## src/hw/rtl/c39_pkg.sv

```systemverilog
`timescale 1ns / 1ps
`default_nettype none
// ----------------------------------------------------------------------------
// c39_pkg: shared types and constants for the code 39 symbol decoder
// Symbol table, queue entry layout and string position codes.
// ----------------------------------------------------------------------------
package c39_pkg;

  localparam int TABLE_ENTRIES = 44;
  localparam int IDX_W         = $clog2(TABLE_ENTRIES + 1);
  localparam int PAT_W         = 9;
  localparam int ASCII_W       = 7;
  localparam int WEIGHT_W      = 6;
  localparam logic [WEIGHT_W-1:0] CHECK_MOD = 6'd43;

  // table order: 0-9, A-Z, '-', '.', ' ', '*', '$', '/', '+', '%'
  localparam logic [PAT_W-1:0] PATTERN_ROM [TABLE_ENTRIES] = '{
    9'h034, 9'h121, 9'h061, 9'h160, 9'h031, 9'h130, 9'h070, 9'h025, 9'h124, 9'h064,
    9'h109, 9'h049, 9'h148, 9'h019, 9'h118, 9'h058, 9'h00D, 9'h10C, 9'h04C, 9'h01C,
    9'h103, 9'h043, 9'h142, 9'h013, 9'h112, 9'h052, 9'h007, 9'h106, 9'h046, 9'h016,
    9'h181, 9'h0C1, 9'h1C0, 9'h091, 9'h190, 9'h0D0,
    9'h085, 9'h184, 9'h0C4, 9'h094, 9'h0A8, 9'h0A2, 9'h08A, 9'h02A
  };

  localparam logic [ASCII_W-1:0] PUNCT_ASCII [8] = '{
    7'd45, 7'd46, 7'd32, 7'd42, 7'd36, 7'd47, 7'd43, 7'd37
  };

  localparam logic [IDX_W-1:0] IDX_DIGIT_END  = IDX_W'(10);
  localparam logic [IDX_W-1:0] IDX_ALPHA_END  = IDX_W'(36);
  localparam logic [IDX_W-1:0] IDX_ASTERISK   = IDX_W'(39);
  localparam logic [ASCII_W-1:0] DIGIT_OFFSET = 7'd48;
  localparam logic [ASCII_W-1:0] ALPHA_OFFSET = 7'd55;

  typedef struct packed {
    logic [ASCII_W-1:0]  ascii_char;
    logic [WEIGHT_W-1:0] check_value;
    logic                symbol_valid;
    logic                last_symbol;
  } sym_entry_t;

  typedef enum logic [1:0] {
    POS_START = 2'd0,
    POS_OPEN  = 2'd1,
    POS_HELD  = 2'd2
  } pos_t;

endpackage
`default_nettype wire

```

## src/hw/rtl/c39_if.sv

```systemverilog
`timescale 1ns / 1ps
`default_nettype none
// ----------------------------------------------------------------------------
// c39 channel interfaces
// Symbol input channel and decoded result channel, valid/ready handshake.
// ----------------------------------------------------------------------------
interface c39_sym_if;
  logic       valid;
  logic       ready;
  logic [8:0] symbol_pattern;
  logic       last_symbol;

  modport source (output valid, symbol_pattern, last_symbol, input ready);
  modport sink   (input valid, symbol_pattern, last_symbol, output ready);
endinterface

interface c39_res_if;
  logic       valid;
  logic       ready;
  logic [6:0] ascii_char;
  logic [5:0] check_value;
  logic       symbol_valid;
  logic       string_end;
  logic       check_ok;

  modport source (output valid, ascii_char, check_value, symbol_valid, string_end,
                  check_ok, input ready);
  modport sink   (input valid, ascii_char, check_value, symbol_valid, string_end,
                  check_ok, output ready);
endinterface
`default_nettype wire

```

## src/hw/rtl/c39_front.sv

```systemverilog
`timescale 1ns / 1ps
`default_nettype none
// ----------------------------------------------------------------------------
// c39_front: symbol table match and classification
// Matches the pattern against all table entries in parallel and forms the
// character and check weight for the queue.
// ----------------------------------------------------------------------------
module c39_front
  import c39_pkg::*;
(
  c39_sym_if.sink          sym,
  input  logic             q_ready,
  output logic             q_push,
  output sym_entry_t       q_entry
);

  logic [IDX_W-1:0] idx;
  logic             hit;
  logic [IDX_W-1:0] punct_off;

  // patterns are distinct, so at most one entry hits
  always_comb begin
    idx = '0;
    hit = 1'b0;
    for (int k = 0; k < TABLE_ENTRIES; k++) begin
      if (sym.symbol_pattern == PATTERN_ROM[k]) begin
        idx = idx | IDX_W'(k);
        hit = 1'b1;
      end
    end
  end

  assign punct_off = idx - IDX_ALPHA_END;

  always_comb begin
    q_entry.ascii_char   = '0;
    q_entry.check_value  = '0;
    q_entry.symbol_valid = hit;
    q_entry.last_symbol  = sym.last_symbol;
    if (hit) begin
      if (idx < IDX_DIGIT_END) begin
        q_entry.ascii_char = ASCII_W'(idx) + DIGIT_OFFSET;
      end else if (idx < IDX_ALPHA_END) begin
        q_entry.ascii_char = ASCII_W'(idx) + ALPHA_OFFSET;
      end else begin
        q_entry.ascii_char = PUNCT_ASCII[punct_off[2:0]];
      end
      // asterisk weighs nothing, entries after it shift down by one
      if (idx < IDX_ASTERISK) begin
        q_entry.check_value = WEIGHT_W'(idx);
      end else if (idx == IDX_ASTERISK) begin
        q_entry.check_value = '0;
      end else begin
        q_entry.check_value = WEIGHT_W'(idx - IDX_W'(1));
      end
    end
  end

  assign sym.ready = q_ready;
  assign q_push    = sym.valid & q_ready;

endmodule
`default_nettype wire

```

## src/hw/rtl/c39_queue.sv

```systemverilog
`timescale 1ns / 1ps
`default_nettype none
// ----------------------------------------------------------------------------
// c39_queue: two-entry queue between classifier and string checker
// Lets the front keep taking symbols while the back waits on its receiver.
// ----------------------------------------------------------------------------
module c39_queue
  import c39_pkg::*;
(
  input  logic       clk,
  input  logic       rst,
  input  logic       push,
  input  sym_entry_t push_entry,
  output logic       push_ready,
  input  logic       pop,
  output logic       pop_valid,
  output sym_entry_t pop_entry
);

  sym_entry_t  entries [2];
  logic        wr_ptr;
  logic        rd_ptr;
  logic [1:0]  count;

  always_ff @(posedge clk) begin
    if (rst) begin
      wr_ptr <= 1'b0;
      rd_ptr <= 1'b0;
      count  <= '0;
    end else begin
      if (push) begin
        wr_ptr <= ~wr_ptr;
      end
      if (pop) begin
        rd_ptr <= ~rd_ptr;
      end
      count <= count + {1'b0, push} - {1'b0, pop};
    end
  end

  always_ff @(posedge clk) begin
    if (push) begin
      entries[wr_ptr] <= push_entry;
    end
  end

  assign push_ready = (count != 2'd2);
  assign pop_valid  = (count != 2'd0);
  assign pop_entry  = entries[rd_ptr];

endmodule
`default_nettype wire

```

## src/hw/rtl/c39_back.sv

```systemverilog
`timescale 1ns / 1ps
`default_nettype none
// ----------------------------------------------------------------------------
// c39_back: string tracking and mod-43 check
// Follows start, data, check and stop symbols, keeps the running sum and
// drives the registered result channel.
// ----------------------------------------------------------------------------
module c39_back
  import c39_pkg::*;
(
  input  logic       clk,
  input  logic       rst,
  input  logic       q_valid,
  input  sym_entry_t q_entry,
  output logic       q_pop,
  c39_res_if.source  res
);

  pos_t                pos;
  pos_t                pos_next;
  logic [WEIGHT_W-1:0] running_sum;
  logic [WEIGHT_W-1:0] running_sum_next;
  logic [WEIGHT_W-1:0] held_value;
  logic [WEIGHT_W-1:0] held_value_next;
  logic [WEIGHT_W:0]   sum_raw;
  logic                check_ok_next;
  logic                res_valid;

  assign q_pop = q_valid & (~res_valid | res.ready);

  // next position
  always_comb begin
    if (q_entry.last_symbol) begin
      pos_next = POS_START;
    end else begin
      unique case (pos)
        POS_START: pos_next = POS_OPEN;
        default:   pos_next = POS_HELD;
      endcase
    end
  end

  // sum, held weight and check flag
  always_comb begin
    sum_raw          = {1'b0, running_sum} + {1'b0, held_value};
    running_sum_next = running_sum;
    held_value_next  = held_value;
    check_ok_next    = 1'b0;
    if (q_entry.last_symbol) begin
      running_sum_next = '0;
      held_value_next  = '0;
      check_ok_next    = (pos != POS_START) && (pos != POS_OPEN) &&
                         (running_sum == held_value);
    end else begin
      unique case (pos)
        POS_START: begin
          running_sum_next = '0;
          held_value_next  = '0;
        end
        POS_OPEN: begin
          held_value_next = q_entry.check_value;
        end
        default: begin
          // both terms below 43, one subtract folds the sum
          if (sum_raw >= {1'b0, CHECK_MOD}) begin
            running_sum_next = WEIGHT_W'(sum_raw - {1'b0, CHECK_MOD});
          end else begin
            running_sum_next = sum_raw[WEIGHT_W-1:0];
          end
          held_value_next = q_entry.check_value;
        end
      endcase
    end
  end

  always_ff @(posedge clk) begin
    if (rst) begin
      pos         <= POS_START;
      running_sum <= '0;
      held_value  <= '0;
      res_valid   <= 1'b0;
    end else begin
      if (q_pop) begin
        pos         <= pos_next;
        running_sum <= running_sum_next;
        held_value  <= held_value_next;
        res_valid   <= 1'b1;
      end else if (res.ready) begin
        res_valid <= 1'b0;
      end
    end
  end

  always_ff @(posedge clk) begin
    if (q_pop) begin
      res.ascii_char   <= q_entry.ascii_char;
      res.check_value  <= q_entry.check_value;
      res.symbol_valid <= q_entry.symbol_valid;
      res.string_end   <= q_entry.last_symbol;
      res.check_ok     <= check_ok_next;
    end
  end

  assign res.valid = res_valid;

endmodule
`default_nettype wire

```

## src/hw/rtl/code39_symbol_decode_check.sv

```systemverilog
`timescale 1ns / 1ps
`default_nettype none
// ----------------------------------------------------------------------------
// code39_symbol_decode_check: code 39 symbol decoder with mod-43 check
// Decodes one wide/narrow symbol pattern per beat and checks the string.
// ----------------------------------------------------------------------------
// Usage:
//   sym carries one symbol per beat: a 9-bit pattern, first element in the
//   msb, and last_symbol marking the stop symbol of a string.
//   res carries one result per symbol: the ascii character (0 when the
//   pattern is not in the table), its mod-43 weight, a match flag,
//   string_end on the stop symbol and check_ok, set on the stop symbol when
//   the data weights summed mod 43 equal the weight of the check symbol.
//   The first symbol of a string is the start symbol; the one before the
//   stop symbol is the check symbol.
//   An accepted beat is registered in the queue and then in the result
//   register. Throughput is one symbol per cycle while res is not stalled,
//   set by the parallel table match in front and the sum update in back.
//   A two-entry queue and the result register let sym keep being accepted
//   while res is stalled; sym.ready drops once the queue is full.
//   Reset empties the queue and the result register and returns the string
//   tracking to waiting for a start symbol.
// ----------------------------------------------------------------------------
module code39_symbol_decode_check
  import c39_pkg::*;
(
  input  logic      clk,
  input  logic      rst,
  c39_sym_if.sink   sym,
  c39_res_if.source res
);

  logic       q_push;
  logic       q_ready;
  sym_entry_t q_in;
  logic       q_valid;
  logic       q_pop;
  sym_entry_t q_out;

  c39_front u_front (
    .sym     (sym),
    .q_ready (q_ready),
    .q_push  (q_push),
    .q_entry (q_in)
  );

  c39_queue u_queue (
    .clk        (clk),
    .rst        (rst),
    .push       (q_push),
    .push_entry (q_in),
    .push_ready (q_ready),
    .pop        (q_pop),
    .pop_valid  (q_valid),
    .pop_entry  (q_out)
  );

  c39_back u_back (
    .clk     (clk),
    .rst     (rst),
    .q_valid (q_valid),
    .q_entry (q_out),
    .q_pop   (q_pop),
    .res     (res)
  );

endmodule
`default_nettype wire

```

## src/flat_wrapper.sv

```systemverilog
// flat-port wrapper written by rule: the top's interface ports become plain ports
module code39_symbol_decode_check_flat import c39_pkg::*;
  (clk, rst, sym_valid, sym_symbol_pattern, sym_last_symbol, sym_ready, res_valid, res_ascii_char, res_check_value, res_symbol_valid, res_string_end, res_check_ok, res_ready);
  c39_sym_if sym_i ();
  c39_res_if res_i ();
  input  logic clk;
  input  logic rst;
  input wire logic [$bits(sym_i.valid)-1:0] sym_valid;
  input wire logic [$bits(sym_i.symbol_pattern)-1:0] sym_symbol_pattern;
  input wire logic [$bits(sym_i.last_symbol)-1:0] sym_last_symbol;
  output wire logic [$bits(sym_i.ready)-1:0] sym_ready;
  output wire logic [$bits(res_i.valid)-1:0] res_valid;
  output wire logic [$bits(res_i.ascii_char)-1:0] res_ascii_char;
  output wire logic [$bits(res_i.check_value)-1:0] res_check_value;
  output wire logic [$bits(res_i.symbol_valid)-1:0] res_symbol_valid;
  output wire logic [$bits(res_i.string_end)-1:0] res_string_end;
  output wire logic [$bits(res_i.check_ok)-1:0] res_check_ok;
  input wire logic [$bits(res_i.ready)-1:0] res_ready;
  assign sym_i.valid = sym_valid;
  assign sym_i.symbol_pattern = sym_symbol_pattern;
  assign sym_i.last_symbol = sym_last_symbol;
  assign sym_ready = sym_i.ready;
  assign res_valid = res_i.valid;
  assign res_ascii_char = res_i.ascii_char;
  assign res_check_value = res_i.check_value;
  assign res_symbol_valid = res_i.symbol_valid;
  assign res_string_end = res_i.string_end;
  assign res_check_ok = res_i.check_ok;
  assign res_i.ready = res_ready;
  code39_symbol_decode_check u_core (.clk(clk), .rst(rst), .sym(sym_i), .res(res_i));
endmodule
```

## config.mk

```make
export PLATFORM = sky130hd
export DESIGN_NAME = code39_symbol_decode_check_flat
export DESIGN_NICKNAME = d
export VERILOG_FILES = /design/src/hw/rtl/c39_pkg.sv /design/src/hw/rtl/c39_if.sv /design/src/hw/rtl/c39_front.sv /design/src/hw/rtl/c39_queue.sv /design/src/hw/rtl/c39_back.sv /design/src/hw/rtl/code39_symbol_decode_check.sv /design/src/flat_wrapper.sv
export SDC_FILE = /design/constraint.sdc
export NUM_CORES = 1
export LEC_CHECK = 0
export ABC_AREA = 1
export BUFFER_PORTS_ARGS = -buffer_cell sky130_fd_sc_hd__buf_2
export CAP_MARGIN = 40
export CORE_ASPECT_RATIO = 0.75
export CORE_MARGIN = 2
export CORE_UTILIZATION = 64
export CTS_CLUSTER_SIZE = 28
export DETAILED_ROUTE_END_ITERATION = 10
export GPL_ROUTABILITY_DRIVEN = 0
export PLACE_DENSITY = 0.83
export SLEW_MARGIN = 5
export SYNTH_ARGS = -nofsm -noshare
export SYNTH_HDL_FRONTEND = slang
export SYNTH_HIERARCHICAL = 1
export SYNTH_SLANG_ARGS = --single-unit
```

## constraint.sdc

```tcl
create_clock -name clk -period 3.6 [get_ports clk]
set_input_delay 0.54 -clock clk [delete_from_list [all_inputs] [get_ports clk]]
set_output_delay 0.54 -clock clk [all_outputs]
set_load 0.01 [all_outputs]
```

* After elaboration in Yosys (flattened, before gate mapping)
Memory sizes are Yosys's and may differ from the RTL's. A register that Yosys moved wholly into a read port is not among the register bits. Index checks and enable logic that the tools add are counted.
Storage, ports and cells: bits in writable memories 30, register bits 35, ROM bits 56, memories 2, bits of input ports 14
Cells by class: $add $sub $neg 8, reduce and logical (&&, ||, !) cells 10, mux-type cells 131, bitwise operators 7, equality and inequality tests 50, $lt $le $gt $ge 5
Memories:
- (name not given) | depth 8, width 7, read ports 1, clocked after memory_dff 0, write ports 0, line c39_front.sv:46 | q_entry.ascii_char = PUNCT_ASCII[punct_off[2:0]];
- u_core.u_queue.entries | depth 2, width 15, read ports 1, clocked after memory_dff 1, write ports 1, line c39_queue.sv:20 | sym_entry_t entries [2];
Operator list (count):
- 6-bit 2-to-1 mux | 29
- 9-bit equality test (second input constant) | 16
- 9-bit by 7-bit equality test with 1-bit output (second input constant) | 9
- 9-bit by 8-bit equality test with 1-bit output (second input constant) | 9
- 5-bit 2-to-1 mux | 16
- 1-bit 2-to-1 mux | 58
- 7-bit 2-to-1 mux | 7
- 9-bit by 5-bit equality test with 1-bit output (second input constant) | 4
- 9-bit by 6-bit equality test with 1-bit output (second input constant) | 4
- 4-bit 2-to-1 mux | 8
- 6-bit by 6-bit adder with 7-bit output (second input constant) | 2
- 2-bit 2-to-1 mux | 7
- 13-bit 2-to-1 mux | 1
- 6-bit < comparator (second input constant) | 2
- 3-bit 2-to-1 mux | 4
- 6-bit one-hot mux with 2 select lines | 1
- 9-bit by 3-bit equality test with 1-bit output (second input constant) | 1
- 9-bit by 4-bit equality test with 1-bit output (second input constant) | 1
- 2-bit nonzero test | 4
- 6-bit by 6-bit adder with 7-bit output | 1
- 7-bit by 6-bit >= comparator with 1-bit output (second input constant) | 1
- 6-bit equality test | 1
- 6-bit equality test (second input constant) | 1
- 6-bit by 4-bit < comparator with 1-bit output (second input constant) | 1
- other kinds (19) | 23

* Logic depth before layout (Yosys ltp)
word-level depth 55, gate-level depth with buffers 20, mapped depth without buffers 20

* Hierarchy
The synthesis kept the hierarchy.
Modules (own cells, without submodules):
- c39_front | cells an instance 355, instances 1, seq. area each 0.0 µm², area each 1734.2 µm²
- c39_back | cells an instance 170, instances 1, seq. area each 780.7 µm², area each 1524.0 µm²
- c39_queue | cells an instance 78, instances 1, seq. area each 1001.0 µm², area each 1362.6 µm²

* Worst setup path after synthesis
Ideal clock, no wire load.
path type in2reg, from input sym_symbol_pattern[5], to memory u_core/u_queue/entries[0][11] in the netlist's numbering (data pin), cell stages on the path 18, setup slack 0.990 ns, arrival 2.355 ns, buffers on the path 0, library setup time 0.255 ns, cells stage by stage nor2_4 nand2_1 nor2_1 nand2_1 nand2_1 nand3b_1 inv_1 nand3_1 inv_1 ha_1 inv_1 nand2_1 nand2_2 nand2_2 nor2_4 inv_2 nor2_1 nor2_1
RTL lines:
- from (decl) | line flat_wrapper.sv:9 | input wire logic [$bits(sym_i.symbol_pattern)-1:0] sym_symbol_pattern;
- to (decl) | line c39_queue.sv:20

==> impl_metrics.tcl <==
set metrics [dict create \
    final_cells 742 \
    setup.worst_path.end_class "flip-flop" \
    setup-tns-final_ps 0 \
    die_area_um2 7920 \
    fill_cells 553 \
    required_ps 3710 \
    antenna_left 0 \
    clock_sinks 66 \
    slew_headroom_pct 54.4 \
    ys_warn_count 6 \
    synth_nets 634 \
    die_y_um 77.6 \
    via_count 4221 \
    r2r-start "u_core/u_back/held_value[0]$_SDFFE_PP0P_" \
    grt-ovfl-total 0 \
    crit_start "sym_symbol_pattern[8]" \
    drive_gt1_share_pct 22.8 \
    die_w_um 102 \
    synth_ff_type "edfxtp_1" \
    grt_pass1_vias 3777 \
    ios 32 \
    grt_usage_pct 28.7 \
    htreeDepth 3 \
    hp-class "in -> reg" \
    hold_end "u_core/u_queue/entries[0][0]$_DFFE_PP_" \
    cts_tree "built" \
    start_kind "input pin" \
    post_cts_buffers 0 \
    clock_latency_ps 350 \
    synthTopCellsByArea "edfxtp_1 (30%), nand2_1 (13%), dfxtp_1 (8.7%)" \
    first_iter_violations 501 \
    status "completed" \
    ir_drop_mv 0.515 \
    avgViaCountPerCell 5.69 \
    routed_wirelength_um 10700 \
    dpl_cell_area_um2 4840 \
    root_buffer "clkbuf_8" \
    cts_hold_buf 0 \
    synth-edff-count 46 \
    yosysTopAreaCellShare_pct 29.9 \
    skew_ps 14.9 \
    powerDensity_nw_per_um2 488 \
    syn_inst 603 \
    ys_ff_latch 66 \
    num_rows 26 \
    synth-seq-area-share_pct 38.6 \
    post-route-period-util_pct 81.1 \
    drv_slew 0 \
    drtPass1Iterations 6 \
    final_nets 670 \
    timing.fmax_mhz 343 \
    synth_area_per_cell_um2 7.66 \
    whs_ps 369 \
    initial_core_util_pct 67.0 \
    min_period_ps 2920 \
    maxCapViolCount 0 \
    worst_slew_pin_slew_ps 683 \
    syn_area_um2 4620 \
    grt_pass1_wl_um 17600 \
    io_buffers 31 \
    antenna_found_initial 0 \
    r2r_cells 13 \
    finalHoldViolations 0 \
    numCtsBuffers 9 \
    finalSetupViolations 0 \
    grt_max_degree 22 \
    cts-resized-gates 0 \
    leakage_nw 2.45 \
    synth_cell_type_count 38 \
    area_growth_pct 9.64 \
    drc 0 \
    cp.arrival_ps 3030 \
    reg2reg_slack_ps 1330 \
    cts.clk_slew.worst_paths_ps 80 \
    wl_per_cell_um 14.4 \
    path_max_fanout 19 \
    core_area_um2 6900 \
    synth_top_area_cell "edfxtp_1" \
    hpwlAfterDp_um 8230 \
    r2r_end "u_core/u_back/running_sum[5]$_SDFFE_PP0P_" \
    async_reset_ff_share_pct 0 \
    antenna_cells 0 \
    dpl.cell_count 726 \
    min-delay-start "sym_last_symbol" \
    path_class "in -> reg" \
    final_cell_area_um2 5070 \
    clockBufferDepth 2 \
    hold_path_depth 1 \
    rsz0062_at_grt "no" \
]
-- cell usage in the layout, fill, tap and decap left out, types with 5 or more instances in the layout --
cell type,instances
nand3_1,57
buf_2,31
nor2_2,15
nand2_4,5
nand3_2,12
nor2_1,94
nand2_1,158
mux2_4,10
o21ai_0,7
dfxtp_1,20
ha_1,16
inv_1,51
a21oi_1,29
mux2_2,5
inv_2,18
nand2_2,19
edfxtp_1,46
clkbuf_8,9
-- worst max-delay path by stage --
stage / endpoint / slack, ps / cells after the start
6_report: u_core/u_queue/entries[1][13]$_DFFE_PP_ / 680 / 19
2_1_floorplan: u_core/u_queue/entries[0][11]$_DFFE_PP_ / 990 / 18
3_3_place_gp: u_core/u_queue/entries[0][13]$_DFFE_PP_ / 510 / 19
3_5_place_dp: u_core/u_queue/entries[0][9]$_DFFE_PP_ / 380 / 19
5_1_grt: u_core/u_queue/entries[0][10]$_DFFE_PP_ / 400 / 19
4_1_cts: u_core/u_queue/entries[1][13]$_DFFE_PP_ / 730 / 19
-- synth_stat cells, drive strengths merged (2+ instances only) --
cell type	number
nand2	182
buf	8
inv	69
nor4	2
nand4	5
ha	16
dfxtp	20
nor2	113
a21oi	32
edfxtp	46
nor3	5
nand3	69
o21ai	7
nand3b	4
xor2	3
mux2	15
-- cells by family (layout without fill, tap and decap cells) --
kind of cell               after synthesis  after routing  share of synthesized area (%)
and+or+nand+nor                        383            383                           39.4
buffers and inverters                   79            120                           7.42
DFF                                     66             66                           38.6
AOI/OAI and AO/OA                       39             39                           4.63
adders and majority gates               17             17                           4.77
muxes                                   15             15                           4.47
xor gates and xnor gates                 4              4                          0.758
-- layer usage --
layer,GRT usage (%),up-vias,wire [µm]
li1,-,2034,-
met1,40.8,1889,4690
met2,42.7,269,4540
met3,9.10,29,1300
met4,7.07,0,174
met5,0,-,0
-- registers in the layout (all words and copies together) (netlist names), 2 cells and up, named ones only --
| name | cells |
|---|---|
| u_core/u_queue/count | 2 |
| u_core/u_back/res.check_value | 6 |
| u_core/u_back/running_sum | 6 |
| u_core/u_back/res.ascii_char | 7 |
| u_core/u_back/held_value | 6 |
| u_core/u_back/pos | 2 |
| u_core/u_queue/entries | 30 |
-- layout make-up --
class	count	area, µm²	share of cell area, %
Clock buffer	9	124	2.45
Clock inverter	7	100	1.98
Inverter	70	264	5.21
Multi-Input combinational cell	458	2500	49.3
Sequential cell	66	1780	35.2
Tap cell	98	123	2.42
Timing Repair Buffer	34	178	3.51
-- worst max-delay path, cell delays in order --
cell      delay [ps]
buf_2            180
inv_2            280
nand2_1           90
nor2_1           200
nand2_1          100
nand2_1           70
nand3b_1         140
inv_1             70
nand3_1          160
inv_1            140
ha_1             220
inv_1            160
nand2_1           90
nand2_2          120
nand2_2           70
nor2_4           130
nand2_1           80
nor2_1           100
nor2_1            70
-- through the flow --
stage          power [mW]  setup WS (ps)  utilization [%]
6_report             2.47            681             73.5
5_1_grt              2.61            403             73.5
4_1_cts              2.49            725             73.5
3_5_place_dp         1.79            380             70.2
3_3_place_gp         1.76            508             70.2
2_1_floorplan        1.59            990                -
-- where the power goes --
group | total (mW) | switching (mW) | internal (mW)
clock network | 0.699 | 0.303 | 0.395
registers | 1.08 | 0.0466 | 1.03
logic | 0.700 | 0.447 | 0.252
total | 2.47 | 0.797 | 1.68
(Power assumes the default switching activity.)
